--- config.mk ---
export PLATFORM = sky130hd
export DESIGN_NAME = double_ended_stack_allocator_top_flat
export DESIGN_NICKNAME = d
export VERILOG_FILES = /design/src/sv/dsa_pkg.sv /design/src/sv/dsa_if.sv /design/src/sv/double_ended_stack_allocator_top.sv /design/src/sv/dsa_ram.sv /design/src/flat_wrapper.sv
export SDC_FILE = /design/constraint.sdc
export NUM_CORES = 2
export LEC_CHECK = 0
export CORE_AREA = 2 2 352 354
export CTS_CLUSTER_SIZE = 30
export DETAILED_ROUTE_END_ITERATION = 8
export DIE_AREA = 0 0 354 356
export DONT_BUFFER_PORTS = 1
export SETUP_SLACK_MARGIN = 0.4
export SLEW_MARGIN = 0
export SYNTH_ARGS = -nofsm -noshare
export SYNTH_HDL_FRONTEND = slang
export SYNTH_SLANG_ARGS = --single-unit
--- constraint.sdc ---
create_clock -name clk -period 12.9 [get_ports clk]
set_clock_uncertainty 0.05 [all_clocks]
set_input_delay 0 -clock clk [delete_from_list [all_inputs] [get_ports clk]]
set_output_delay 0 -clock clk [all_outputs]
set_load 0.1 [all_outputs]
--- src/sv/dsa_pkg.sv ---
// dsa_pkg: shared types, codes and constants of the double-ended stack allocator
// no dependencies; used by the interfaces, the top level and the testbench
`timescale 1ns / 1ps
`default_nettype none

package dsa_pkg;

	localparam int ADDR_W      = 32;
	localparam int SIZE_W      = 24;
	localparam int CMD_W       = 3;
	localparam int STATUS_W    = 3;
	localparam int CFG_INDEX_W = 2;
	localparam int CFG_DATA_W  = 32;

	localparam int STACK_DEPTH_DEF  = 16;
	localparam int HEADER_BYTES_DEF = 4;

	typedef enum logic [CMD_W-1:0] {
		CMD_PUSH_FRONT = 3'd0,
		CMD_PUSH_BACK  = 3'd1,
		CMD_POP_FRONT  = 3'd2,
		CMD_POP_BACK   = 3'd3,
		CMD_CLEAR      = 3'd4
	} cmd_t;

	typedef enum logic [STATUS_W-1:0] {
		ST_OK       = 3'd0,
		ST_NOSPACE  = 3'd1,
		ST_DISABLED = 3'd2,
		ST_EMPTY    = 3'd3,
		ST_FULL     = 3'd4
	} status_t;

	typedef enum logic [CFG_INDEX_W-1:0] {
		CFG_REGION_BASE = 2'd0,
		CFG_REGION_SIZE = 2'd1,
		CFG_ENABLED     = 2'd2
	} cfg_index_t;

	typedef enum logic {
		S_IDLE = 1'b0,
		S_EXEC = 1'b1
	} state_t;

endpackage

`default_nettype wire

--- src/sv/dsa_if.sv ---
// dsa_if: valid/ready channel interfaces for commands, results and register writes
// depends on dsa_pkg for field widths
`timescale 1ns / 1ps
`default_nettype none

interface dsa_cmd_if;
	logic                       valid;
	logic                       ready;
	logic [dsa_pkg::CMD_W-1:0]  command;
	logic [dsa_pkg::SIZE_W-1:0] request_bytes;

	modport source (output valid, command, request_bytes, input ready);
	modport sink (input valid, command, request_bytes, output ready);
endinterface

interface dsa_res_if;
	logic                         valid;
	logic                         ready;
	logic [dsa_pkg::STATUS_W-1:0] status;
	logic [dsa_pkg::ADDR_W-1:0]   block_address;
	logic [dsa_pkg::ADDR_W-1:0]   front_marker;
	logic [dsa_pkg::ADDR_W-1:0]   back_marker;
	logic [dsa_pkg::SIZE_W-1:0]   free_bytes;
	logic [dsa_pkg::SIZE_W-1:0]   used_bytes;

	modport source (output valid, status, block_address, front_marker, back_marker,
		free_bytes, used_bytes, input ready);
	modport sink (input valid, status, block_address, front_marker, back_marker,
		free_bytes, used_bytes, output ready);
endinterface

interface dsa_cfg_if;
	logic                            valid;
	logic                            ready;
	logic [dsa_pkg::CFG_INDEX_W-1:0] index;
	logic [dsa_pkg::CFG_DATA_W-1:0]  data;

	modport source (output valid, index, data, input ready);
	modport sink (input valid, index, data, output ready);
endinterface

`default_nettype wire

--- src/sv/double_ended_stack_allocator_top.sv ---
// double_ended_stack_allocator_top: two stacks in one region, markers kept in two rams
// depends on dsa_pkg, dsa_if (dsa_cmd_if, dsa_res_if, dsa_cfg_if) and dsa_ram
//
//   channel  dir  payload                                              handshake
//   cmd      in   command, request_bytes                               valid/ready
//   res      out  status, block_address, front_marker, back_marker,    valid/ready
//                 free_bytes, used_bytes
//   cfg      in   index, data (0 region_base, 1 region_size, 2 enabled) valid/ready
//
// a command is accepted, then executed once the marker ram read is back
// one command is in flight; the next is accepted while the previous result waits in res
// execute stalls while the result register is still full and res.ready is low
// reset clears offsets, counts, registers and handshake state; the marker rams need no clearing
// cfg is always ready; any register write empties both stacks
`timescale 1ns / 1ps
`default_nettype none

module double_ended_stack_allocator_top #(
	parameter int STACK_DEPTH  = dsa_pkg::STACK_DEPTH_DEF,
	parameter int HEADER_BYTES = dsa_pkg::HEADER_BYTES_DEF
) (
	input wire logic    clk,
	input wire logic    arst_n,
	dsa_cmd_if.sink     cmd,
	dsa_res_if.source   res,
	dsa_cfg_if.sink     cfg
);

	localparam int AW = (STACK_DEPTH > 1) ? $clog2(STACK_DEPTH) : 1;
	localparam int CW = $clog2(STACK_DEPTH + 1);
	localparam int SW = dsa_pkg::SIZE_W;
	localparam int BW = dsa_pkg::ADDR_W;

	dsa_pkg::state_t state_q, state_nxt;

	logic [BW-1:0] region_base_q;
	logic [SW-1:0] region_size_q;
	logic          enabled_q;

	logic [SW-1:0] front_off_q, back_off_q;
	logic [CW-1:0] front_cnt_q, back_cnt_q;

	dsa_pkg::cmd_t cmd_s1;
	logic [SW-1:0] bytes_s1;

	logic                    res_valid_q;
	dsa_pkg::status_t        status_q;
	logic [BW-1:0]           block_addr_q, front_mark_q, back_mark_q;
	logic [SW-1:0]           free_q, used_q;

	logic cmd_acc, cfg_acc, cfg_hit, go;

	logic [SW:0]      cost;
	logic [SW-1:0]    avail;
	dsa_pkg::status_t status_nxt;
	logic [BW-1:0]    addr_nxt;
	logic [SW-1:0]    front_nxt, back_nxt;
	logic [CW-1:0]    front_cnt_nxt, back_cnt_nxt;
	logic             front_we, back_we;
	logic [SW-1:0]    front_rd, back_rd;
	logic [CW-1:0]    front_cnt_dec, back_cnt_dec;

	assign cmd.ready = (state_q == dsa_pkg::S_IDLE);
	assign cmd_acc   = cmd.valid && cmd.ready;
	assign cfg.ready = 1'b1;
	assign cfg_acc   = cfg.valid && cfg.ready;
	assign cfg_hit   = cfg_acc && (cfg.index == dsa_pkg::CFG_REGION_BASE ||
		cfg.index == dsa_pkg::CFG_REGION_SIZE || cfg.index == dsa_pkg::CFG_ENABLED);
	assign go        = (state_q == dsa_pkg::S_EXEC) && (!res_valid_q || res.ready);

	assign front_cnt_dec = front_cnt_q - CW'(1);
	assign back_cnt_dec  = back_cnt_q - CW'(1);

	// marker stacks
	dsa_ram #(.WIDTH(SW), .DEPTH(STACK_DEPTH)) u_front_ram (
		.clk     (clk),
		.we      (go && front_we),
		.waddr   (front_cnt_q[AW-1:0]),
		.wdata   (front_off_q),
		.re      (cmd_acc),
		.raddr   (front_cnt_dec[AW-1:0]),
		.rdata_q (front_rd)
	);

	dsa_ram #(.WIDTH(SW), .DEPTH(STACK_DEPTH)) u_back_ram (
		.clk     (clk),
		.we      (go && back_we),
		.waddr   (back_cnt_q[AW-1:0]),
		.wdata   (back_off_q),
		.re      (cmd_acc),
		.raddr   (back_cnt_dec[AW-1:0]),
		.rdata_q (back_rd)
	);

	// next state
	always_comb begin
		state_nxt = state_q;
		case (state_q)
			dsa_pkg::S_IDLE: begin
				if (cmd_acc) begin
					state_nxt = dsa_pkg::S_EXEC;
				end
			end
			dsa_pkg::S_EXEC: begin
				if (go) begin
					state_nxt = dsa_pkg::S_IDLE;
				end
			end
			default: state_nxt = dsa_pkg::S_IDLE;
		endcase
	end

	// command execution
	always_comb begin
		cost          = {1'b0, bytes_s1} + (SW+1)'(HEADER_BYTES);
		avail         = back_off_q - front_off_q;
		status_nxt    = dsa_pkg::ST_OK;
		addr_nxt      = '0;
		front_nxt     = front_off_q;
		back_nxt      = back_off_q;
		front_cnt_nxt = front_cnt_q;
		back_cnt_nxt  = back_cnt_q;
		front_we      = 1'b0;
		back_we       = 1'b0;
		if (!enabled_q) begin
			status_nxt = dsa_pkg::ST_DISABLED;
		end else begin
			case (cmd_s1)
				dsa_pkg::CMD_PUSH_FRONT: begin
					if (cost > {1'b0, avail}) begin
						status_nxt = dsa_pkg::ST_NOSPACE;
					end else if (front_cnt_q == CW'(STACK_DEPTH)) begin
						status_nxt = dsa_pkg::ST_FULL;
					end else begin
						front_we      = 1'b1;
						front_cnt_nxt = front_cnt_q + CW'(1);
						addr_nxt      = region_base_q + {{(BW-SW){1'b0}}, front_off_q};
						front_nxt     = front_off_q + cost[SW-1:0];
					end
				end
				dsa_pkg::CMD_PUSH_BACK: begin
					if (cost > {1'b0, avail}) begin
						status_nxt = dsa_pkg::ST_NOSPACE;
					end else if (back_cnt_q == CW'(STACK_DEPTH)) begin
						status_nxt = dsa_pkg::ST_FULL;
					end else begin
						back_we      = 1'b1;
						back_cnt_nxt = back_cnt_q + CW'(1);
						back_nxt     = back_off_q - cost[SW-1:0];
						addr_nxt     = region_base_q + {{(BW-SW){1'b0}}, back_nxt}
							+ BW'(HEADER_BYTES);
					end
				end
				dsa_pkg::CMD_POP_FRONT: begin
					if (front_cnt_q == '0) begin
						status_nxt = dsa_pkg::ST_EMPTY;
					end else begin
						front_cnt_nxt = front_cnt_dec;
						front_nxt     = front_rd;
					end
				end
				dsa_pkg::CMD_POP_BACK: begin
					if (back_cnt_q == '0) begin
						status_nxt = dsa_pkg::ST_EMPTY;
					end else begin
						back_cnt_nxt = back_cnt_dec;
						back_nxt     = back_rd;
					end
				end
				dsa_pkg::CMD_CLEAR: begin
					front_nxt     = '0;
					back_nxt      = region_size_q;
					front_cnt_nxt = '0;
					back_cnt_nxt  = '0;
				end
				default: begin
				end
			endcase
		end
	end

	always_ff @(posedge clk or negedge arst_n) begin
		if (!arst_n) begin
			state_q <= dsa_pkg::S_IDLE;
		end else begin
			state_q <= state_nxt;
		end
	end

	always_ff @(posedge clk) begin
		if (cmd_acc) begin
			cmd_s1   <= dsa_pkg::cmd_t'(cmd.command);
			bytes_s1 <= cmd.request_bytes;
		end
	end

	// registers, offsets and counts
	always_ff @(posedge clk or negedge arst_n) begin
		if (!arst_n) begin
			region_base_q <= '0;
			region_size_q <= '0;
			enabled_q     <= 1'b0;
			front_off_q   <= '0;
			back_off_q    <= '0;
			front_cnt_q   <= '0;
			back_cnt_q    <= '0;
		end else if (cfg_hit) begin
			front_off_q <= '0;
			front_cnt_q <= '0;
			back_cnt_q  <= '0;
			back_off_q  <= region_size_q;
			case (dsa_pkg::cfg_index_t'(cfg.index))
				dsa_pkg::CFG_REGION_BASE: region_base_q <= cfg.data;
				dsa_pkg::CFG_REGION_SIZE: begin
					region_size_q <= cfg.data[SW-1:0];
					back_off_q    <= cfg.data[SW-1:0];
				end
				dsa_pkg::CFG_ENABLED: enabled_q <= cfg.data[0];
				default: begin
				end
			endcase
		end else if (go) begin
			front_off_q <= front_nxt;
			back_off_q  <= back_nxt;
			front_cnt_q <= front_cnt_nxt;
			back_cnt_q  <= back_cnt_nxt;
		end
	end

	// result register
	always_ff @(posedge clk or negedge arst_n) begin
		if (!arst_n) begin
			res_valid_q <= 1'b0;
		end else if (go) begin
			res_valid_q <= 1'b1;
		end else if (res.ready) begin
			res_valid_q <= 1'b0;
		end
	end

	always_ff @(posedge clk) begin
		if (go) begin
			status_q     <= status_nxt;
			block_addr_q <= addr_nxt;
			front_mark_q <= region_base_q + {{(BW-SW){1'b0}}, front_nxt};
			back_mark_q  <= region_base_q + {{(BW-SW){1'b0}}, back_nxt};
			free_q       <= back_nxt - front_nxt;
			used_q       <= front_nxt + (region_size_q - back_nxt);
		end
	end

	assign res.valid         = res_valid_q;
	assign res.status        = status_q;
	assign res.block_address = block_addr_q;
	assign res.front_marker  = front_mark_q;
	assign res.back_marker   = back_mark_q;
	assign res.free_bytes    = free_q;
	assign res.used_bytes    = used_q;

	a_cnt_bound: assert property (@(posedge clk) disable iff (!arst_n)
		front_cnt_q <= CW'(STACK_DEPTH) && back_cnt_q <= CW'(STACK_DEPTH))
		else $error("marker count beyond stack depth");

	a_offsets_ordered: assert property (@(posedge clk) disable iff (!arst_n)
		front_off_q <= back_off_q)
		else $error("front top passed back top");

	a_accept_exec: assert property (@(posedge clk) disable iff (!arst_n)
		cmd_acc |=> state_q == dsa_pkg::S_EXEC)
		else $error("accepted item not executed");

	a_result_follows: assert property (@(posedge clk) disable iff (!arst_n)
		go |=> res_valid_q && state_q == dsa_pkg::S_IDLE)
		else $error("executed item left no result");

endmodule

`default_nettype wire

--- src/sv/dsa_ram.sv ---
// dsa_ram: generic single-write, single-read ram with registered read data
// no dependencies
`timescale 1ns / 1ps
`default_nettype none

module dsa_ram #(
	parameter int WIDTH = 24,
	parameter int DEPTH = 16,
	localparam int AW = (DEPTH > 1) ? $clog2(DEPTH) : 1
) (
	input  wire logic             clk,
	input  wire logic             we,
	input  wire logic [AW-1:0]    waddr,
	input  wire logic [WIDTH-1:0] wdata,
	input  wire logic             re,
	input  wire logic [AW-1:0]    raddr,
	output logic      [WIDTH-1:0] rdata_q
);

	logic [WIDTH-1:0] mem [DEPTH];

	always_ff @(posedge clk) begin
		if (we) begin
			mem[waddr] <= wdata;
		end
		if (re) begin
			rdata_q <= mem[raddr];
		end
	end

endmodule

`default_nettype wire

--- src/flat_wrapper.sv ---
// flat-port wrapper written by rule: the top's interface ports become plain ports
module double_ended_stack_allocator_top_flat 
#(
	parameter int STACK_DEPTH  = dsa_pkg::STACK_DEPTH_DEF,
	parameter int HEADER_BYTES = dsa_pkg::HEADER_BYTES_DEF
)
  (clk, arst_n, cmd_valid, cmd_command, cmd_request_bytes, cmd_ready, res_valid, res_status, res_block_address, res_front_marker, res_back_marker, res_free_bytes, res_used_bytes, res_ready, cfg_valid, cfg_index, cfg_data, cfg_ready);
  dsa_cmd_if cmd_i ();
  dsa_res_if res_i ();
  dsa_cfg_if cfg_i ();
  input wire logic clk;
  input wire logic arst_n;
  input wire logic [$bits(cmd_i.valid)-1:0] cmd_valid;
  input wire logic [$bits(cmd_i.command)-1:0] cmd_command;
  input wire logic [$bits(cmd_i.request_bytes)-1:0] cmd_request_bytes;
  output wire logic [$bits(cmd_i.ready)-1:0] cmd_ready;
  output wire logic [$bits(res_i.valid)-1:0] res_valid;
  output wire logic [$bits(res_i.status)-1:0] res_status;
  output wire logic [$bits(res_i.block_address)-1:0] res_block_address;
  output wire logic [$bits(res_i.front_marker)-1:0] res_front_marker;
  output wire logic [$bits(res_i.back_marker)-1:0] res_back_marker;
  output wire logic [$bits(res_i.free_bytes)-1:0] res_free_bytes;
  output wire logic [$bits(res_i.used_bytes)-1:0] res_used_bytes;
  input wire logic [$bits(res_i.ready)-1:0] res_ready;
  input wire logic [$bits(cfg_i.valid)-1:0] cfg_valid;
  input wire logic [$bits(cfg_i.index)-1:0] cfg_index;
  input wire logic [$bits(cfg_i.data)-1:0] cfg_data;
  output wire logic [$bits(cfg_i.ready)-1:0] cfg_ready;
  assign cmd_i.valid = cmd_valid;
  assign cmd_i.command = cmd_command;
  assign cmd_i.request_bytes = cmd_request_bytes;
  assign cmd_ready = cmd_i.ready;
  assign res_valid = res_i.valid;
  assign res_status = res_i.status;
  assign res_block_address = res_i.block_address;
  assign res_front_marker = res_i.front_marker;
  assign res_back_marker = res_i.back_marker;
  assign res_free_bytes = res_i.free_bytes;
  assign res_used_bytes = res_i.used_bytes;
  assign res_i.ready = res_ready;
  assign cfg_i.valid = cfg_valid;
  assign cfg_i.index = cfg_index;
  assign cfg_i.data = cfg_data;
  assign cfg_ready = cfg_i.ready;
  double_ended_stack_allocator_top #(.STACK_DEPTH(STACK_DEPTH), .HEADER_BYTES(HEADER_BYTES)) u_core (.clk(clk), .arst_n(arst_n), .cmd(cmd_i), .res(res_i), .cfg(cfg_i));
endmodule
Yosys cells after proc, flatten, opt, wreduce, memory -nomap -nowiden --
Memory sizes are Yosys's and may differ from the RTL's. A register that Yosys moved wholly into a read port is not among the register bits. Cells that the tools add are included.
Word-level totals: register bits 291, bits in writable memories 768, input bits 66, output and inout bits 150, memories 2
Cells by class: add/sub/neg operators 16, magnitude comparators 1, equality and inequality tests 14, muxes and demuxes 58, bitwise operators 1, reduce and logical (&&, ||, !) cells 22
Memories:
- u_core.u_back_ram.mem | words 16, width 24, rd ports 1, clocked after memory_dff 1, wr ports 1, line dsa_ram.sv:20 | logic [WIDTH-1:0] mem [DEPTH];
- u_core.u_front_ram.mem | words 16, width 24, rd ports 1, clocked after memory_dff 1, wr ports 1, line dsa_ram.sv:20
Operator list (number):
- 24-bit 2-to-1 mux | 13
- 24-bit one-hot mux with 3 select lines | 2
- 32-bit by 24-bit adder with 32-bit output | 4
- 32-bit 2-to-1 mux | 4
- 24-bit subtractor | 4
- 32-bit one-hot mux with 2 select lines | 1
- 5-bit 2-to-1 mux | 12
- 24-bit adder | 2
- 32-bit by 3-bit adder with 32-bit output, second input constant | 1
- 5-bit one-hot mux with 3 select lines | 2
- 24-bit by 3-bit adder with 25-bit output, second input constant | 1
- 25-bit by 24-bit greater-than comparator with 1-bit output | 1
- 3-bit by 2-bit != test with 1-bit output, second input constant | 6
- 1-bit 2-to-1 mux | 16
- 3-bit 2-to-1 mux | 4
- 3-bit one-hot mux with 4 select lines | 1
- 6-bit AND reduction | 2
- 5-bit by 1-bit adder with 5-bit output, second input constant | 2
- 5-bit == test, second input constant | 2
- 5-bit logical NOT | 2
- 5-bit by 1-bit subtractor with 5-bit output, second input constant | 2
- 4-bit nonzero test | 2
- 3-bit by 2-bit == test with 1-bit output, second input constant | 2
- 2-bit nonzero test | 3
- other kinds (13) | 21

Depth between registers and ports, before layout --
depth after elaboration 8, depth in mapped cells 39, mapped depth without buffers 38

By module --
From an unflattened synthesis, not the netlist that was laid out.
Unflattened totals: cell total of the unflattened synthesis 4019, area, all modules 55146.6 um^2
Modules (own cells, without submodules):
- dsa_ram | times used 2, cells each 636, area each 15170.8 um^2, sequential area each 12251.8 um^2
- double_ended_stack_allocator_top | times used 1, cells each 2747, area each 24805.0 um^2, sequential area each 8152.8 um^2

Worst setup path before layout --
OpenSTA, ideal clock, no wires.
kind reg-to-reg, start point register u_core.front_off_q[1], end point register u_core.used_q[22] (netlist: u_core.res.used_bytes[22]), data pin, library setup time 258 ps, arrival 7763 ps, required time 12592 ps, path slack 4830 ps, stages on the path, launching flop included 36, buffers on the path 2, clock period less this slack 8070 ps, path through dfrtp_1 > inv_1 > ha_1 > nor2b_1 > o21ai_0 > a21oi_1 > o31ai_1 > nor3_1 > o31a_1 > o211a_1 > a41oi_1 > nand2b_1 > xnor2_1 > ha_1 > a21o_1 > a211o_1 > a211oi_2 > nand4_1 > and2_1 > buf_6 > o21ai_1 > nand2_1 > buf_4 > a21oi_1 > fa_1 > fa_1 > nor2b_1 > o21a_1 > o21ai_0 > a211o_1 > a211oi_1 > nor3_1 > nor3_1 > a211o_1 > a21oi_1 > xnor2_1
Between the ends: word-level cells in the longest chain between the ends 7, elaborated cells between the ends (all ways) 13, classes of those cells add/sub (4); order compare (1); mux (8)
RTL lines:
- from (decl) | line double_ended_stack_allocator_top.sv:40 | logic [SW-1:0] front_off_q, back_off_q;
- from (signal assigned) | line double_ended_stack_allocator_top.sv:223 | front_off_q <= front_nxt;
- 24-bit subtractor | line double_ended_stack_allocator_top.sv:116 | avail = back_off_q - front_off_q;
- 25-bit by 24-bit greater-than comparator with 1-bit output | line double_ended_stack_allocator_top.sv:130, double_ended_stack_allocator_top.sv:142
- 24-bit 2-to-1 mux | line double_ended_stack_allocator_top.sv:142 | if (cost > {1'b0, avail}) begin
- 24-bit one-hot mux with 3 select lines | line double_ended_stack_allocator_top.sv:128 | case (cmd_s1)
- 24-bit 2-to-1 mux | line double_ended_stack_allocator_top.sv:125 | if (!enabled_q) begin
- 24-bit subtractor | line double_ended_stack_allocator_top.sv:248 | used_q <= front_nxt + (region_size_q - back_nxt);
- 24-bit adder * | line double_ended_stack_allocator_top.sv:248
- to (signal assigned) | line double_ended_stack_allocator_top.sv:248
- to (decl) | line double_ended_stack_allocator_top.sv:49 | logic [SW-1:0] free_q, used_q;
Mark *: on every way between the ends. The rest lies on a longest branch, timed or not. A chain may end at the register's enable or synchronous reset.

Worst setup path after layout --
start point register u_core.front_off_q[6], end point register u_core.used_q[23] (netlist: u_core.res.used_bytes[23]), data pin
Same word-level chain as after synthesis.

==> metrics.md <==
| Metric | Value |
|---|---|
| Max-slew violations | 0 |
| XOR/XNOR Fraction of Synth Area | 0.03469 |
| Worst vdd ir | 0.1764 mV |
| Main flop type after synthesis | edfxtp_1 |
| Worst Setup SP | u_core.front_off_q[6]$_DFFE_PN0N_ |
| DIE WIDTH | roughly 350 µm |
| Hpwl dp | 113,100 µm |
| Min Hold Slack | ~68 ps |
| Crit-path max cell delay | between 900 and 1000 ps |
| Reg2reg start | u_core.front_off_q[6]$_DFFE_PN0N_ |
| Max FO, Critical Path | 21 |
| Vias in the first global route | approximately 35k |
| Vias per std cell | 6.085 |
| Inserted Clock Buffers | between 100 and 150 |
| Slowest CP cell | dfrtp_1 |
| Final hold vios | 0 |
| Residual DRC | 0 |
| Synth Area in Compound Gates | 0.09706 |
| Die area | roughly 130,000 µm² |
| Max H-tree Level | 3 |
| Status | complete, no violations |
| Gpl congestion | 0.9656 |
| Largest family of logic cells by synthesized area | multiplexers |
| FP Rows | around 130 |
| Endpoint class of the critical path | register |
| Clock transition at the registers of the reported paths | 70 ps |
| Tightest Hold Check Type | primary input to register |
| Sequential share of the synthesized area | 0.5837 |
| Maximum clock insertion buffer count | 3 |
| Worst Path Required | about 13,000 ps |
| Seq cells post-synth | between 1k and 1.5k |
| Final worst path period share | 0.8187 |
| Clock tree from TritonCTS | built |
| Synth async-reset ratio | 0.1057 |
| Global route overflow | 0 |
| WP data arrival | between 10,000 and 15,000 ps |
| Post-route ant nets | 0 |
| DR WL/cell | about 28 µm |
| Final setup viols | 0 |
| Cells after Synth | about 4k |
| Commonest non-fill, non-tap cell in the layout | edfxtp_1 |
| Initial drt markers | 4,364 |
| Average size of a mapped cell | between 10 and 15 µm² |
| RSZ-0062 raised after global routing | false |
| Worst Hold Launch | cfg_data[7] |
| Initial Util | 0.4561 |
| Final worst slack | 2339 ps |
| Worst setup SP type | register |
| Via Count | 36.20k |
| First-pass GRT wire length | ~240,000 µm |
| PwrDens | 220.2 nW/µm² |
| IO Count | around 220 |
| # port buffers | 0 |
| Mux cell area share after synthesis | 0.1125 |
| Post-Synth Simple-Gate Area | 0.07027 |
| Crit path time final | 10,560 ps |
| Leakage | roughly 23 nW |
| CP Class | register to register |
| Max Fclk | around 95 MHz |
| Setup_tns | 0 ps |
| GRT Total Usage | 0.2647 |
| Share of layout cells above drive strength 1 | 0.1513 |
| Post-Syn Area | ~56,000 µm² |
| Post-Place Worst Slack | 2317 ps |
| Most frequent cells in the layout | edfxtp_1 (990), ha_1 (291), a21oi_1 (242), mux4_2 (240), inv_1 (221) |
| Unique masters post-synth | between 90 and 100 |
| Drt total wl | around 170,000 µm |
| Post-Synth Adder-Cell Area | 0.07662 |
| Initial antenna violation count | 6 |
| Largest net degree at the start of global routing | around 120 |
| Nets | 4,606 |
| Mapped Nets | around 4.4k |
| Clk Latency, worst-skew pair | ~760 ps |
| Relative slew slack | 0.1423 |
| Worst-Margin Slew | around 1300 ps |
| Clk sinks | 1,107 |
| Core Footprint | between 100,000 and 150,000 µm² |
| Max_cap viols | 0 |
| Synth-to-Final Area Change | 13.59% |
| Die H | about 360 µm |
| Post-synth EDFFs | slightly below 1k |
| Yosys warns | 0 |
| Root buf cell | clkbuf_16 |
| Router iterations before antenna repair | 6 |
## layer usage
layer	part of all wire	GRT usage	vias to the layer above
li1	-	-	15820
met1	0.43	0.3782	18443
met2	0.46	0.4189	1667
met3	0.078	0.04015	271
met4	0.031	0.08331	0
met5	0	0	-
## registers in the layout (all words and copies together), names as in the netlist, 3 cells and up
register / count
u_core.back_cnt_q: 5
u_core.back_off_q: 24
u_core.bytes_s1: 24
u_core.cmd_s1: 3
u_core.front_cnt_q: 5
u_core.front_off_q: 24
u_core.region_base_q: 32
u_core.region_size_q: 24
u_core.res.back_marker: 32
u_core.res.block_address: 32
u_core.res.free_bytes: 24
u_core.res.front_marker: 32
u_core.res.status: 3
u_core.res.used_bytes: 24
u_core.u_back_ram.mem: 384
u_core.u_back_ram.rdata_q: 24
u_core.u_front_ram.mem: 384
u_core.u_front_ram.rdata_q: 24
## layout make-up
| cell class | count | area, µm² |
|---|---|---|
| fillers | 10299 | 59120 |
| flip-flops and latches | 1107 | 32660 |
| multi-input cells | 2512 | 22040 |
| clock buffers | 138 | 2858 |
| repair buffers | 262 | 2365 |
| well taps | 1637 | 2048 |
| inverters | 223 | 844.6 |
| clock inverters | 68 | 728.2 |
| diodes | 2 | 5.005 |
## worst max-delay path: cells and delay by family, from the launching register on
kind | cells | cell delay (ps)
compound gates | 13 | 4250
xor+xnor | 3 | 400
fa+ha+maj | 4 | 1350
buf+inv | 3 | 430
flops | 1 | 910
simple gates | 9 | 2890
## logic make-up (layout without fill, tap and decap cells)
family,Yosys count,in the layout
flip-flops,1107,1107
AO/OA/AOI/OAI,835,835
AND/OR/NAND/NOR,811,811
buffers and inverters,366,691
adder cells (fa/ha/maj),324,324
multiplexers,322,322
XOR/XNOR,219,219
other,1,3
## through the flow
stage | utilization | total power [W] | std cells | instance area (µm²)
2_1_floorplan | - | 0.009183 | 3985 | 55950
3_3_place_gp | 0.4767 | 0.01068 | 5596 | 58470
4_1_cts | 0.5180 | 0.01398 | 5947 | 63540
5_1_grt | 0.5180 | 0.01464 | 5948 | 63550
3_5_place_dp | 0.4767 | 0.01070 | 5596 | 58470
6_report | 0.5181 | 0.01399 | 5949 | 63550
## synthesized netlist by cell type (13+ instances only)
cell type  number  area share
dfrtp_1       117       0.052
fa_1           31       0.011
mux2_2         56       0.011
a21o_1         77       0.010
o21a_1         50      0.0067
edfxtp_1      990        0.53
xor2_1         65       0.010
nand2_1       218       0.015
o22ai_1        21      0.0023
a211oi_1       56      0.0075
nor2_1        222       0.015
nand3_1        70      0.0063
o21ai_0       150       0.013
ha_1          293       0.066
nand2b_1       54      0.0060
and3_1         41      0.0046
and2_1         19      0.0021
nor4_1         13      0.0015
mux4_2        240       0.097
xnor2_1       152       0.024
buf_1          22      0.0015
o21bai_1       19      0.0025
nor2b_1        38      0.0042
nand4_1        16      0.0018
nor3_1         49      0.0044
inv_1         222       0.015
mux2i_1        26      0.0047
a31oi_1        36      0.0040
a22oi_1        25      0.0034
or3_1          27      0.0030
a21oi_1       242       0.022
clkbuf_1      109      0.0073
## report_power, final
part	internal, W	leakage [nW]	total (W)	switching, W
Clock	0.00179	1.72	0.00321	0.00142
Sequential	0.00448	10.6	0.00583	0.00135
Combinational	0.00193	10.8	0.00496	0.00303
Total	0.00820	23.1	0.0140	0.00579
## path summary, 6_finish.rpt
check | to | slack (ps) | depth (start not counted)
setup / recovery | u_core.res.used_bytes[23]$_DFFE_PP_ | 2340 | 32
hold / removal | u_core.region_size_q[7]$_DFFE_PN0P_ | 70 | 2
setup reg to reg | u_core.res.used_bytes[23]$_DFFE_PP_ | 2340 | 32
hold reg to reg | u_core.region_size_q[18]$_DFFE_PN0P_ | 510 | 1
max in group asynchronous | u_core.front_cnt_q[0]$_DFFE_PN0P_ | 11600 | 4
min in group asynchronous | u_core.region_base_q[5]$_DFFE_PN0P_ | 570 | 4
## timing repair
item	CTS	global route
hold buffers	145	0
hold endpoints to repair	264	0
resized for setup	0	0
buffers inserted	0	0
No activity file was read; power rests on OpenSTA's default activity.
